<file path="src/hw/rtl/rprc_pkg.sv">
// Shared types, codes and constants for the recorder power and record controller.
`default_nettype none

package rprc_pkg;

    localparam int unsigned TIME_W = 32;
    localparam int unsigned CODE_W = 8;
    localparam int unsigned CMD_W = 4;
    localparam int unsigned ADDR_W = 3;
    localparam int unsigned DATA_W = 32;

    localparam logic [TIME_W-1:0] BOOT_TIMEOUT_RESET = 32'd10000;
    localparam logic [0:0] REG_BOOT_TIMEOUT = 1'b0;

    localparam logic [CODE_W-1:0] ERR_CLEAR = 8'd0;
    localparam logic [CODE_W-1:0] ERR_BAT_CRIT = 8'd1;
    localparam logic [CODE_W-1:0] ERR_LOCK = 8'd2;
    localparam logic [CODE_W-1:0] ERR_BOOT_TIMEOUT = 8'd3;
    localparam logic [CODE_W-1:0] BAT_UNSET = 8'd0;
    localparam logic [CODE_W-1:0] BAT_CRIT = 8'd1;

    localparam logic [CMD_W-1:0] CMD_TICK = 4'd0;
    localparam logic [CMD_W-1:0] CMD_START = 4'd1;
    localparam logic [CMD_W-1:0] CMD_BATTERY = 4'd2;
    localparam logic [CMD_W-1:0] CMD_LOCK_ENTER = 4'd3;
    localparam logic [CMD_W-1:0] CMD_LOCK_EXIT = 4'd4;
    localparam logic [CMD_W-1:0] CMD_READY = 4'd5;
    localparam logic [CMD_W-1:0] CMD_OFF = 4'd6;
    localparam logic [CMD_W-1:0] CMD_REC_START = 4'd7;
    localparam logic [CMD_W-1:0] CMD_REC_STOP = 4'd8;
    localparam logic [CMD_W-1:0] CMD_ERROR = 4'd9;
    localparam logic [CMD_W-1:0] CMD_SHORT = 4'd10;
    localparam logic [CMD_W-1:0] CMD_LONG = 4'd11;

    typedef enum logic [2:0] {
        MODE_OFF       = 3'd0,
        MODE_BOOTING   = 3'd1,
        MODE_IDLE      = 3'd2,
        MODE_RECORDING = 3'd3,
        MODE_LOW_BAT   = 3'd4,
        MODE_ERROR     = 3'd5,
        MODE_LOCKOUT   = 3'd6
    } mode_t;

    typedef enum logic [1:0] {
        ACT_NONE  = 2'd0,
        ACT_SHORT = 2'd1,
        ACT_LONG  = 2'd2
    } press_t;

    typedef struct packed {
        mode_t              mode;
        logic [CODE_W-1:0]  battery_code;
        logic               locked;
        logic [CODE_W-1:0]  error_code;
        logic [TIME_W-1:0]  boot_deadline;
        logic               shutdown_wait;
        logic               stop_wait;
    } ctrl_state_t;

    typedef struct packed {
        press_t             action;
        mode_t              mode;
        logic [CODE_W-1:0]  error_code;
        logic [CODE_W-1:0]  battery_code;
        logic               locked;
        logic               shutdown_wait;
        logic               cue_state_enter;
        logic               cue_error;
        logic               cue_confirm;
        logic               cue_stop;
    } result_t;

endpackage

`default_nettype wire

</file>
<file path="src/hw/rtl/rprc_step.sv">
// Next-state and result logic for one event word of the controller.
`default_nettype none

module rprc_step
    import rprc_pkg::*;
(
    input  wire ctrl_state_t        cur,
    input  wire logic [CMD_W-1:0]   command,
    input  wire logic [CODE_W-1:0]  arg,
    input  wire logic [TIME_W-1:0]  now_ms,
    input  wire logic [TIME_W-1:0]  boot_timeout_ms,
    output ctrl_state_t             nxt,
    output result_t                 res
);

    logic [TIME_W-1:0] since_deadline;
    logic              enter;
    logic              err;
    logic              confirm;
    logic              stop_cue;
    press_t            act;

    assign since_deadline = now_ms - cur.boot_deadline;

    always_comb
    begin
        nxt = cur;
        enter = 1'b0;
        err = 1'b0;
        confirm = 1'b0;
        stop_cue = 1'b0;
        act = ACT_NONE;

        if (command == CMD_START)
        begin
            nxt.mode = MODE_BOOTING;
            nxt.battery_code = BAT_UNSET;
            nxt.locked = 1'b0;
            nxt.error_code = ERR_CLEAR;
            nxt.shutdown_wait = 1'b0;
            nxt.stop_wait = 1'b0;
            nxt.boot_deadline = now_ms + boot_timeout_ms;
            enter = 1'b1;
            act = ACT_LONG;
        end
        else
        begin
            // The deadline has passed once the wrapped difference is not negative.
            if (cur.mode == MODE_BOOTING && !since_deadline[TIME_W-1] && !cur.locked)
            begin
                nxt.error_code = ERR_BOOT_TIMEOUT;
                nxt.mode = MODE_ERROR;
                err = 1'b1;
                enter = 1'b1;
            end

            unique case (command)
                CMD_BATTERY:
                begin
                    nxt.battery_code = arg;
                    if (!nxt.locked && arg == BAT_CRIT)
                    begin
                        nxt.error_code = ERR_BAT_CRIT;
                        if (nxt.mode != MODE_LOW_BAT)
                        begin
                            nxt.mode = MODE_LOW_BAT;
                            enter = 1'b1;
                        end
                    end
                end
                CMD_LOCK_ENTER:
                begin
                    nxt.locked = 1'b1;
                    nxt.error_code = ERR_LOCK;
                    if (nxt.mode != MODE_LOCKOUT)
                    begin
                        nxt.mode = MODE_LOCKOUT;
                        enter = 1'b1;
                    end
                end
                CMD_LOCK_EXIT:
                begin
                    nxt.locked = 1'b0;
                    nxt.error_code = ERR_CLEAR;
                    if (nxt.mode != MODE_OFF)
                    begin
                        nxt.mode = MODE_OFF;
                        enter = 1'b1;
                    end
                end
                CMD_READY:
                begin
                    if (nxt.mode == MODE_BOOTING && !nxt.locked)
                    begin
                        nxt.error_code = ERR_CLEAR;
                        nxt.mode = MODE_IDLE;
                        enter = 1'b1;
                        confirm = 1'b1;
                    end
                end
                CMD_OFF:
                begin
                    if (!nxt.locked)
                    begin
                        nxt.shutdown_wait = 1'b0;
                        nxt.stop_wait = 1'b0;
                        nxt.error_code = ERR_CLEAR;
                        if (nxt.mode != MODE_OFF)
                        begin
                            nxt.mode = MODE_OFF;
                            enter = 1'b1;
                        end
                    end
                end
                CMD_REC_START:
                begin
                    if (!nxt.locked && !nxt.shutdown_wait)
                    begin
                        if (nxt.mode != MODE_RECORDING)
                        begin
                            nxt.mode = MODE_RECORDING;
                            enter = 1'b1;
                        end
                        confirm = 1'b1;
                    end
                end
                CMD_REC_STOP:
                begin
                    if (!nxt.locked)
                    begin
                        if (nxt.mode != MODE_IDLE)
                        begin
                            nxt.mode = MODE_IDLE;
                            enter = 1'b1;
                        end
                        stop_cue = 1'b1;
                        if (nxt.shutdown_wait && nxt.stop_wait)
                        begin
                            nxt.stop_wait = 1'b0;
                            act = ACT_LONG;
                        end
                    end
                end
                CMD_ERROR:
                begin
                    nxt.error_code = arg;
                    err = 1'b1;
                    if (nxt.mode != MODE_ERROR)
                    begin
                        nxt.mode = MODE_ERROR;
                        enter = 1'b1;
                    end
                end
                CMD_SHORT, CMD_LONG:
                begin
                    if (!nxt.locked && !nxt.shutdown_wait)
                    begin
                        priority if (nxt.mode == MODE_IDLE)
                        begin
                            if (command == CMD_LONG)
                            begin
                                nxt.shutdown_wait = 1'b1;
                                act = ACT_LONG;
                            end
                            else
                            begin
                                act = ACT_SHORT;
                            end
                        end
                        else if (nxt.mode == MODE_RECORDING)
                        begin
                            if (command == CMD_LONG)
                            begin
                                nxt.shutdown_wait = 1'b1;
                                nxt.stop_wait = 1'b1;
                            end
                            act = ACT_SHORT;
                        end
                        else if ((nxt.mode == MODE_LOW_BAT || nxt.mode == MODE_ERROR)
                                 && command == CMD_LONG)
                        begin
                            nxt.shutdown_wait = 1'b1;
                            act = ACT_LONG;
                        end
                        else
                        begin
                            act = ACT_NONE;
                        end
                    end
                end
                default:
                begin
                    act = ACT_NONE;
                end
            endcase
        end

        res.action = act;
        res.mode = nxt.mode;
        res.error_code = nxt.error_code;
        res.battery_code = nxt.battery_code;
        res.locked = nxt.locked;
        res.shutdown_wait = nxt.shutdown_wait;
        res.cue_state_enter = enter;
        res.cue_error = err;
        res.cue_confirm = confirm;
        res.cue_stop = stop_cue;
    end

endmodule

`default_nettype wire

</file>
<file path="src/hw/rtl/recorder_power_record_controller_top.sv">
// Top level of the recorder power and record controller with its register port.
//
// Each accepted event word is decoded in the same cycle it is accepted: the
// controller state updates at that edge and the result word is registered
// then as well; a skid register holds one more result while the output is
// stalled. The rate of one word per cycle while the skid register is empty is
// set by the single decode stage between the state registers and the result
// register. The boot timeout register is at byte address 0 of the register port.
`default_nettype none

module recorder_power_record_controller_top
    import rprc_pkg::*;
(
    input  wire logic               clk,
    input  wire logic               rst_n,

    input  wire logic               psel,
    input  wire logic               penable,
    input  wire logic               pwrite,
    input  wire logic [ADDR_W-1:0]  paddr,
    input  wire logic [DATA_W-1:0]  pwdata,
    output logic [DATA_W-1:0]       prdata,
    output logic                    pready,

    input  wire logic               in_valid,
    output logic                    in_ready,
    input  wire logic [CMD_W-1:0]   command,
    input  wire logic [CODE_W-1:0]  arg,
    input  wire logic [TIME_W-1:0]  now_ms,

    output logic                    out_valid,
    input  wire logic               out_ready,
    output logic [1:0]              action,
    output logic [2:0]              ctrl_state_out,
    output logic [CODE_W-1:0]       error_out,
    output logic [CODE_W-1:0]       battery_out,
    output logic                    lockout_out,
    output logic                    shutdown_out,
    output logic                    cue_state_enter,
    output logic                    cue_error,
    output logic                    cue_confirm,
    output logic                    cue_stop
);

    logic [TIME_W-1:0] boot_timeout_reg;
    ctrl_state_t       state_reg;
    ctrl_state_t       state_next;
    result_t           res_next;
    result_t           out_reg;
    result_t           skid_reg;
    logic              out_valid_reg;
    logic              skid_valid_reg;
    logic              in_fire;
    logic              out_free;
    logic              cfg_write;

    assign pready = 1'b1;
    assign cfg_write = psel && penable && pwrite;
    assign prdata = (paddr[2] == REG_BOOT_TIMEOUT) ? boot_timeout_reg : '0;

    always_ff @(posedge clk or negedge rst_n)
    begin
        if (!rst_n)
        begin
            boot_timeout_reg <= BOOT_TIMEOUT_RESET;
        end
        else if (cfg_write && paddr[2] == REG_BOOT_TIMEOUT)
        begin
            boot_timeout_reg <= pwdata;
        end
    end

    assign in_ready = !skid_valid_reg;
    assign in_fire = in_valid && in_ready;
    assign out_free = !out_valid_reg || out_ready;

    rprc_step u_step (
        .cur             (state_reg),
        .command         (command),
        .arg             (arg),
        .now_ms          (now_ms),
        .boot_timeout_ms (boot_timeout_reg),
        .nxt             (state_next),
        .res             (res_next)
    );

    always_ff @(posedge clk or negedge rst_n)
    begin
        if (!rst_n)
        begin
            state_reg.mode <= MODE_BOOTING;
            state_reg.battery_code <= BAT_UNSET;
            state_reg.locked <= 1'b0;
            state_reg.error_code <= ERR_CLEAR;
            state_reg.boot_deadline <= BOOT_TIMEOUT_RESET;
            state_reg.shutdown_wait <= 1'b0;
            state_reg.stop_wait <= 1'b0;
        end
        else if (in_fire)
        begin
            state_reg <= state_next;
        end
    end

    always_ff @(posedge clk or negedge rst_n)
    begin
        if (!rst_n)
        begin
            out_valid_reg <= 1'b0;
            skid_valid_reg <= 1'b0;
        end
        else if (out_free)
        begin
            if (skid_valid_reg)
            begin
                out_valid_reg <= 1'b1;
                skid_valid_reg <= 1'b0;
            end
            else
            begin
                out_valid_reg <= in_fire;
            end
        end
        else if (in_fire)
        begin
            skid_valid_reg <= 1'b1;
        end
    end

    always_ff @(posedge clk)
    begin
        if (out_free)
        begin
            if (skid_valid_reg)
            begin
                out_reg <= skid_reg;
            end
            else if (in_fire)
            begin
                out_reg <= res_next;
            end
        end
        else if (in_fire)
        begin
            skid_reg <= res_next;
        end
    end

    assign out_valid = out_valid_reg;
    assign action = out_reg.action;
    assign ctrl_state_out = out_reg.mode;
    assign error_out = out_reg.error_code;
    assign battery_out = out_reg.battery_code;
    assign lockout_out = out_reg.locked;
    assign shutdown_out = out_reg.shutdown_wait;
    assign cue_state_enter = out_reg.cue_state_enter;
    assign cue_error = out_reg.cue_error;
    assign cue_confirm = out_reg.cue_confirm;
    assign cue_stop = out_reg.cue_stop;

endmodule

`default_nettype wire

</file>
<file path="config.mk">
export PLATFORM = sky130hd
export DESIGN_NAME = recorder_power_record_controller_top
export DESIGN_NICKNAME = d
export VERILOG_FILES = /design/src/hw/rtl/rprc_pkg.sv /design/src/hw/rtl/rprc_step.sv /design/src/hw/rtl/recorder_power_record_controller_top.sv
export SDC_FILE = /design/constraint.sdc
export NUM_CORES = 1
export LEC_CHECK = 0
export ABC_AREA = 1
export ABC_CLOCK_PERIOD_IN_PS = 4200
export BUFFER_PORTS_ARGS = -buffer_cell sky130_fd_sc_hd__buf_2
export CAP_MARGIN = 15
export CELL_PAD_IN_SITES_DETAIL_PLACEMENT = 0
export CELL_PAD_IN_SITES_GLOBAL_PLACEMENT = 1
export CORE_MARGIN = 5
export CORE_UTILIZATION = 30
export DETAILED_ROUTE_END_ITERATION = 8
export PLACE_DENSITY = 0.59
export SYNTH_ARGS = -nofsm -noshare
export SYNTH_HDL_FRONTEND = slang
export SYNTH_SLANG_ARGS = --single-unit
</file>
<file path="constraint.sdc">
create_clock -name clk -period 4.2 [get_ports clk]
set_input_delay 1.05 -clock clk [delete_from_list [all_inputs] [get_ports clk]]
set_output_delay 1.05 -clock clk [all_outputs]
set_load 0.02 [all_outputs]
</file>
==> out/metrics.yaml, run 1 <==
run_status: "finished, final reports clean"
seq_area_um2: 3837
gp_congestion: 0.8488
drc: 0
clk_pin_slew_ns: 0.06
drtIter0Drc: 413
core_um2: 29720
min_from: "state_reg[2]"
die_y_um: 183.9
post_cts_buffers: 0
fin_crit_ns: 2.926
worstSetupEndpointType: "output pin"
critPathMaxFanout: 33
critPathArrivalTime_ns: 1.88
ys_seq_area_share_pct: 42.28
viasPerCell: 4.552
netlist_instances: 1171
skew_ns: 0.01063
rsz0062_at_grt: "false"
reg2reg_from: "state_reg[6]"
cts_sinks: 142
cp-start-kind: "primary input"
tritoncts: "built"
layout-drive-gt1-share_pct: 20.53
holdPathEnd: "state_reg[2]"
fin_crit_sh_pct: 69.68
worstSkewPairLatency_ns: 0.43
rows: 63
ir_drop_uv: 292.9
cts_htree_levels: 4
grt_pass1_wl_mm: 42.08
layout_common_cells: "247 x nand2_1, 161 x inv_1, 154 x nor2_1"
largest_reg_flops: 54
synth_seq_cells: 142
hold_viol: 0
cts_buffers: 17
r2r_end: "error_out[0]"
setup_tns_ns: 0
worst_slack_ns: 1.274
grt_max_degree: 51
worst_slew_pin_slew_ns: 0.8954
hold_buffers: 0
whs_path_depth: 2
clockRootBuffer: "clkbuf_16"
r2r_slack_ns: 1.57
grt_pass1_vias: 7878
port_buffers: 144
cts-resized-gates: 0
hp-class: "flip-flop to flip-flop"
synthesis.area_um2: 9076
ios: 148
relSlewSlack_pct: 40.13
die_x_um: 183.9
synth_top_area_cell: "dfrtp_1"
synth.distinct_cells: 53
critical_path_class: "primary input to output pin"
postSynthAreaPerCell_um2: 7.751
antenna_left: 0
yosys.area.top_type_share_pct: 21.23
ff2ff_path_depth: 16
timing.hold.ws_ns: 0.4729
maxCapViolations: 0
initial_core_util_pct: 30.54
p_leak_nw: 5.233
antenna_found_initial: 1
fillers: 3190
slew_violations: 0
routedWlPerCell_um: 15.10
cts_buffer_depth: 2
nets: 1460
routed_wirelength_mm: 25.90
layout_commonest_cell: "nand2_1"
finalPower_w: 0.005205
powerDensity_nw_per_um2: 478.0
syn_to_final_growth_pct: 19.98
post-place-ws_ns: 0.8609
first_pass_iters: 5
syn_nets: 1319
max_freq_ghz: 0.3417
antenna_cells: 0
finalSetupViolations: 0
synth_area_leaders: "dfrtp_1 21%, edfxtp_1 18%, nand2_1 10%, ha_1 8.4%, inv_1 6.7%"
vias: 7807
dieArea_um2: 33830
grt_overflow: 0
multi_input_area_um2: 4448
critical_path_required_ns: 3.15
dpl.hpwl_mm: 19.83
track_usage_pct: 15.59
yosys_warnings: 0
-- Yosys cell counts (all sizes together) --
cell type	count
a31oi	5
inv	174
buf	13
fa	1
nor3	14
dfstp	11
clkbuf	21
o21ai	94
nor2	163
xor2	8
a32oi	1
a21o	5
a21boi	2
o22ai	6
nand2	255
nor3b	2
a211oi	3
a221oi	1
o21bai	2
ha	61
edfxtp	54
nor4	5
xnor2	5
nand3	60
dfrtp	77
o211ai	4
or2	15
a21oi	99
conb	1
nand4	4
a2111oi	2
o21a	2
o41ai	1
-- kinds of logic (layout without fill, tap and decap cells) --
kind of cell	count (synthesis)	in the layout	share of synthesized area, %
xor+xnor	13	13	1.254
flops	142	142	42.28
buf+inv	208	362	8.850
compound gates	227	227	14.52
fa+ha+maj	62	62	8.630
other cells	1	1	0.04132
simple gates	518	518	24.43
-- through the flow --
stage	utilization [%]	instances	instance area, µm²
detailed placement	34.54	1683	10260
CTS	36.64	1715	10890
floorplan	-	1171	9076
finish	36.64	1715	10890
global placement	34.54	1683	10260
global route	36.64	1715	10890
-- worst max-delay path, cell delays in order --
cell and delay [ns]:
buf_2 0.49, nor2_1 0.14, buf_2 0.19
-- power by group --
part | total [W] | switching, W | internal, W
combinational | 0.00172 | 0.00111 | 0.000611
clock | 0.00162 | 0.000708 | 0.000910
sequential | 0.00187 | 0.000126 | 0.00174
total | 0.00520 | 0.00194 | 0.00326
-- area by class of cell --
cell class / instances / area share [%]
clock buffer: 17 / 3.907
timing repair buffer: 156 / 7.698
inverter: 174 / 5.998
multi-input combinational: 821 / 40.85
tap: 390 / 4.481
clock inverter: 15 / 1.827
sequential: 142 / 35.24
-- worst max path at each step --
stage | startpoint | endpoint | slack, ns | cells past startpoint
6_report | paddr[2] | prdata[12] | 1.27 | 3
2_1_floorplan | in_valid | skid_reg[0] | 1.10 | 4
4_1_cts | paddr[2] | prdata[28] | 1.24 | 3
5_1_grt | now_ms[22] | error_out[0] | 1.13 | 15
3_5_place_dp | now_ms[18] | error_out[0] | 0.86 | 16
3_3_place_gp | now_ms[18] | error_out[0] | 0.92 | 16
-- per-layer routing --
| metal | track usage, % | up-vias | wire length, µm |
|---|---|---|---|
| met5 | 0 | - | 7 |
| met4 | 4.141 | 2 | 414 |
| met3 | 2.948 | 25 | 1085 |
| met2 | 26.00 | 161 | 12070 |
| met1 | 20.83 | 3520 | 12330 |
| li1 | - | 4099 | - |
Power figures use the tool's default switching activity.
==> run 2: changes to the inputs <==
--- a/config.mk
+++ b/config.mk
@@ -6,7 +6,7 @@
 export NUM_CORES = 1
 export LEC_CHECK = 0
 export ABC_AREA = 1
-export ABC_CLOCK_PERIOD_IN_PS = 4200
+export ABC_CLOCK_PERIOD_IN_PS = 2400
 export BUFFER_PORTS_ARGS = -buffer_cell sky130_fd_sc_hd__buf_2
 export CAP_MARGIN = 15
 export CELL_PAD_IN_SITES_DETAIL_PLACEMENT = 0
@@ -14,7 +14,7 @@
 export CORE_MARGIN = 5
 export CORE_UTILIZATION = 30
 export DETAILED_ROUTE_END_ITERATION = 8
-export PLACE_DENSITY = 0.59
+export PLACE_DENSITY = 0.61
 export SYNTH_ARGS = -nofsm -noshare
 export SYNTH_HDL_FRONTEND = slang
 export SYNTH_SLANG_ARGS = --single-unit
==> constraint.sdc (replaced) <==
create_clock -name clk -period 2.4 [get_ports clk]
set_input_delay 0.6 -clock clk [delete_from_list [all_inputs] [get_ports clk]]
set_output_delay 0.6 -clock clk [all_outputs]
set_load 0.02 [all_outputs]
==> out/metrics.yaml, run 2 (synthesis results as in run 1) <==
run_status: "complete, but fails checks"
failed_checks: "setup timing"
grt_pass1_wl_mm: 43.08
endpoint: "cue_state_enter"
maxCapViolations: 0
hp-class: "primary input to async pin"
ios: 148
antenna_left: 0
place_area_um2: 11250
worst_slack_ns: -0.01744
post-place-ws_ns: -0.4041
hold_buffers: 0
powerDensity_nw_per_um2: 801.9
worstSkewPairLatency_ns: 0.43
critical_path_required_ns: 2.59
antenna_found_initial: 0
critPathArrivalTime_ns: 2.61
cts_buffer_depth: 2
worstSetupEndpointType: "flip-flop"
initial_core_util_pct: 30.54
dpl.hpwl_mm: 20.65
routed_wirelength_mm: 26.94
antenna_cells: 0
ff2ff_path_depth: 18
track_usage_pct: 15.94
grt_pass1_vias: 8364
nets: 1595
setup_tns_ns: -0.02756
startpoint: "state_reg[6]"
layout_commonest_cell: "nand2_1"
drtIter0Drc: 364
skew_ns: 0.009520
slew_violations: 0
max_stage_delay_ns: 0.52
crit_slowest_cell: "dfstp_2"
gp_congestion: 0.8848
dieArea_um2: 33830
worst_slew_pin_slew_ns: 0.5668
numPlacedInstances: 1813
grt_overflow: 0
cp-start-kind: "flip-flop"
clockRootBuffer: "clkbuf_16"
drc: 0
layout_common_cells: "226 x nand2_1, 151 x inv_1, 150 x nor2_1"
critical_path_class: "flip-flop to flip-flop"
die_x_um: 183.9
cts_htree_levels: 4
cts_buffers: 17
syn_to_final_growth_pct: 36.20
reg2reg_from: "state_reg[6]"
finalSetupViolations: 2
r2r_end: "cue_state_enter"
final_cells: 1850
cts_sinks: 142
fin_crit_sh_pct: 100.7
vias: 8346
hold_viol: 0
seq_area_um2: 3837
core_um2: 29720
relSlewSlack_pct: 62.17
cpMostUsedCell: "nand2_2"
die_y_um: 183.9
viasPerCell: 4.511
path_cells: "inv_2 > ha_4 > nand2_2 > nand2_2 > a21oi_2 > nand2_2 > nand2_2 > nand2_4 > nand2_4 > nand2_4 > nand2_2 > nand3_4 > nand2_4 > nand3_2 > a21oi_2 > nand3_2 > nand2_1 > nand2_1"
rows: 63
p_leak_nw: 5.936
clk_pin_slew_ns: 0.07
layout-drive-gt1-share_pct: 32.95
grt_max_degree: 45
routedWlPerCell_um: 14.56
first_pass_iters: 5
rsz0062_at_grt: "true"
ir_drop_uv: 459.8
critPathMaxFanout: 7
max_freq_ghz: 0.4137
fin_crit_ns: 2.417
fin_area_um2: 12360
port_buffers: 144
largest_reg_flops: 54
multi_input_area_um2: 4916
r2r_slack_ns: -0.02
tritoncts: "built"
fillers: 3089
run 2: cell types whose count changed in the layout (fill, tap and decap cells not counted), sizes merged:
cell / before / now
buf: 156 / 291
clkinv: 5 / 4
bufinv: 2 / 1
clkinvlp: 1 / 3
run 2: worst min-delay path by stage:
stage	startpoint	to	cells after the start
after floorplan	rst_n	boot_timeout_reg[0]	0
after global placement	state_reg[2]	state_reg[2]	2
after detailed placement	state_reg[2]	state_reg[2]	2
after CTS	rst_n	state_reg[4]	1
after global routing	rst_n	state_reg[4]	1
final	rst_n	boot_timeout_reg[3]	1
run 2: per-layer routing:
| layer | up-vias | part of all wire, % | global-route usage [%] |
|---|---|---|---|
| met3 | 22 | 4.4 | 3.265 |
| met2 | 176 | 47 | 26.73 |
| met5 | - | 0 | 0 |
| met4 | 0 | 1.4 | 4.259 |
| met1 | 3781 | 47 | 21.00 |
| li1 | 4367 | - | - |
run 2: worst max-delay path: cells and delay by family, from the launching register on:
family          cells  cell delay [ns]
buf+inv             1             0.05
flops               1             0.52
simple gates       14             1.08
fa+ha+maj           1             0.21
compound gates      2             0.30
run 2: final cells by class:
class                      count  area share, %
clock buffer                  17          3.441
clock inverter                15          1.407
inverter                     174          5.283
multi-input combinational    821          39.77
sequential                   142          31.04
tap                          390          3.947
timing repair buffer         291          15.11
run 2: what timing repair did:
item                       4_1_cts  5_1_grt
pin swaps                       16       36
gates resized for setup         30       74
buffers inserted                 0        5
setup endpoints to repair       42       58
run 2: power by group:
group / leakage (nW) / switching (W) / total [W] / internal [W]
Clock: 0.284 / 0.00125 / 0.00273 / 0.00148
Sequential: 1.55 / 0.000240 / 0.00329 / 0.00305
Combinational: 4.10 / 0.00222 / 0.00389 / 0.00167
Total: 5.94 / 0.00371 / 0.00991 / 0.00620
run 2: per-stage QoR:
stage / utilization [%] / hold WS [ns] / total power [W]
floorplan: - / 0.3044 / 0.005468
global placement: 37.87 / 0.4579 / 0.006827
detailed placement: 37.87 / 0.4645 / 0.006863
CTS: 40.46 / 0.1658 / 0.009773
global route: 41.60 / 0.1823 / 0.01066
finish: 41.60 / 0.1488 / 0.009913
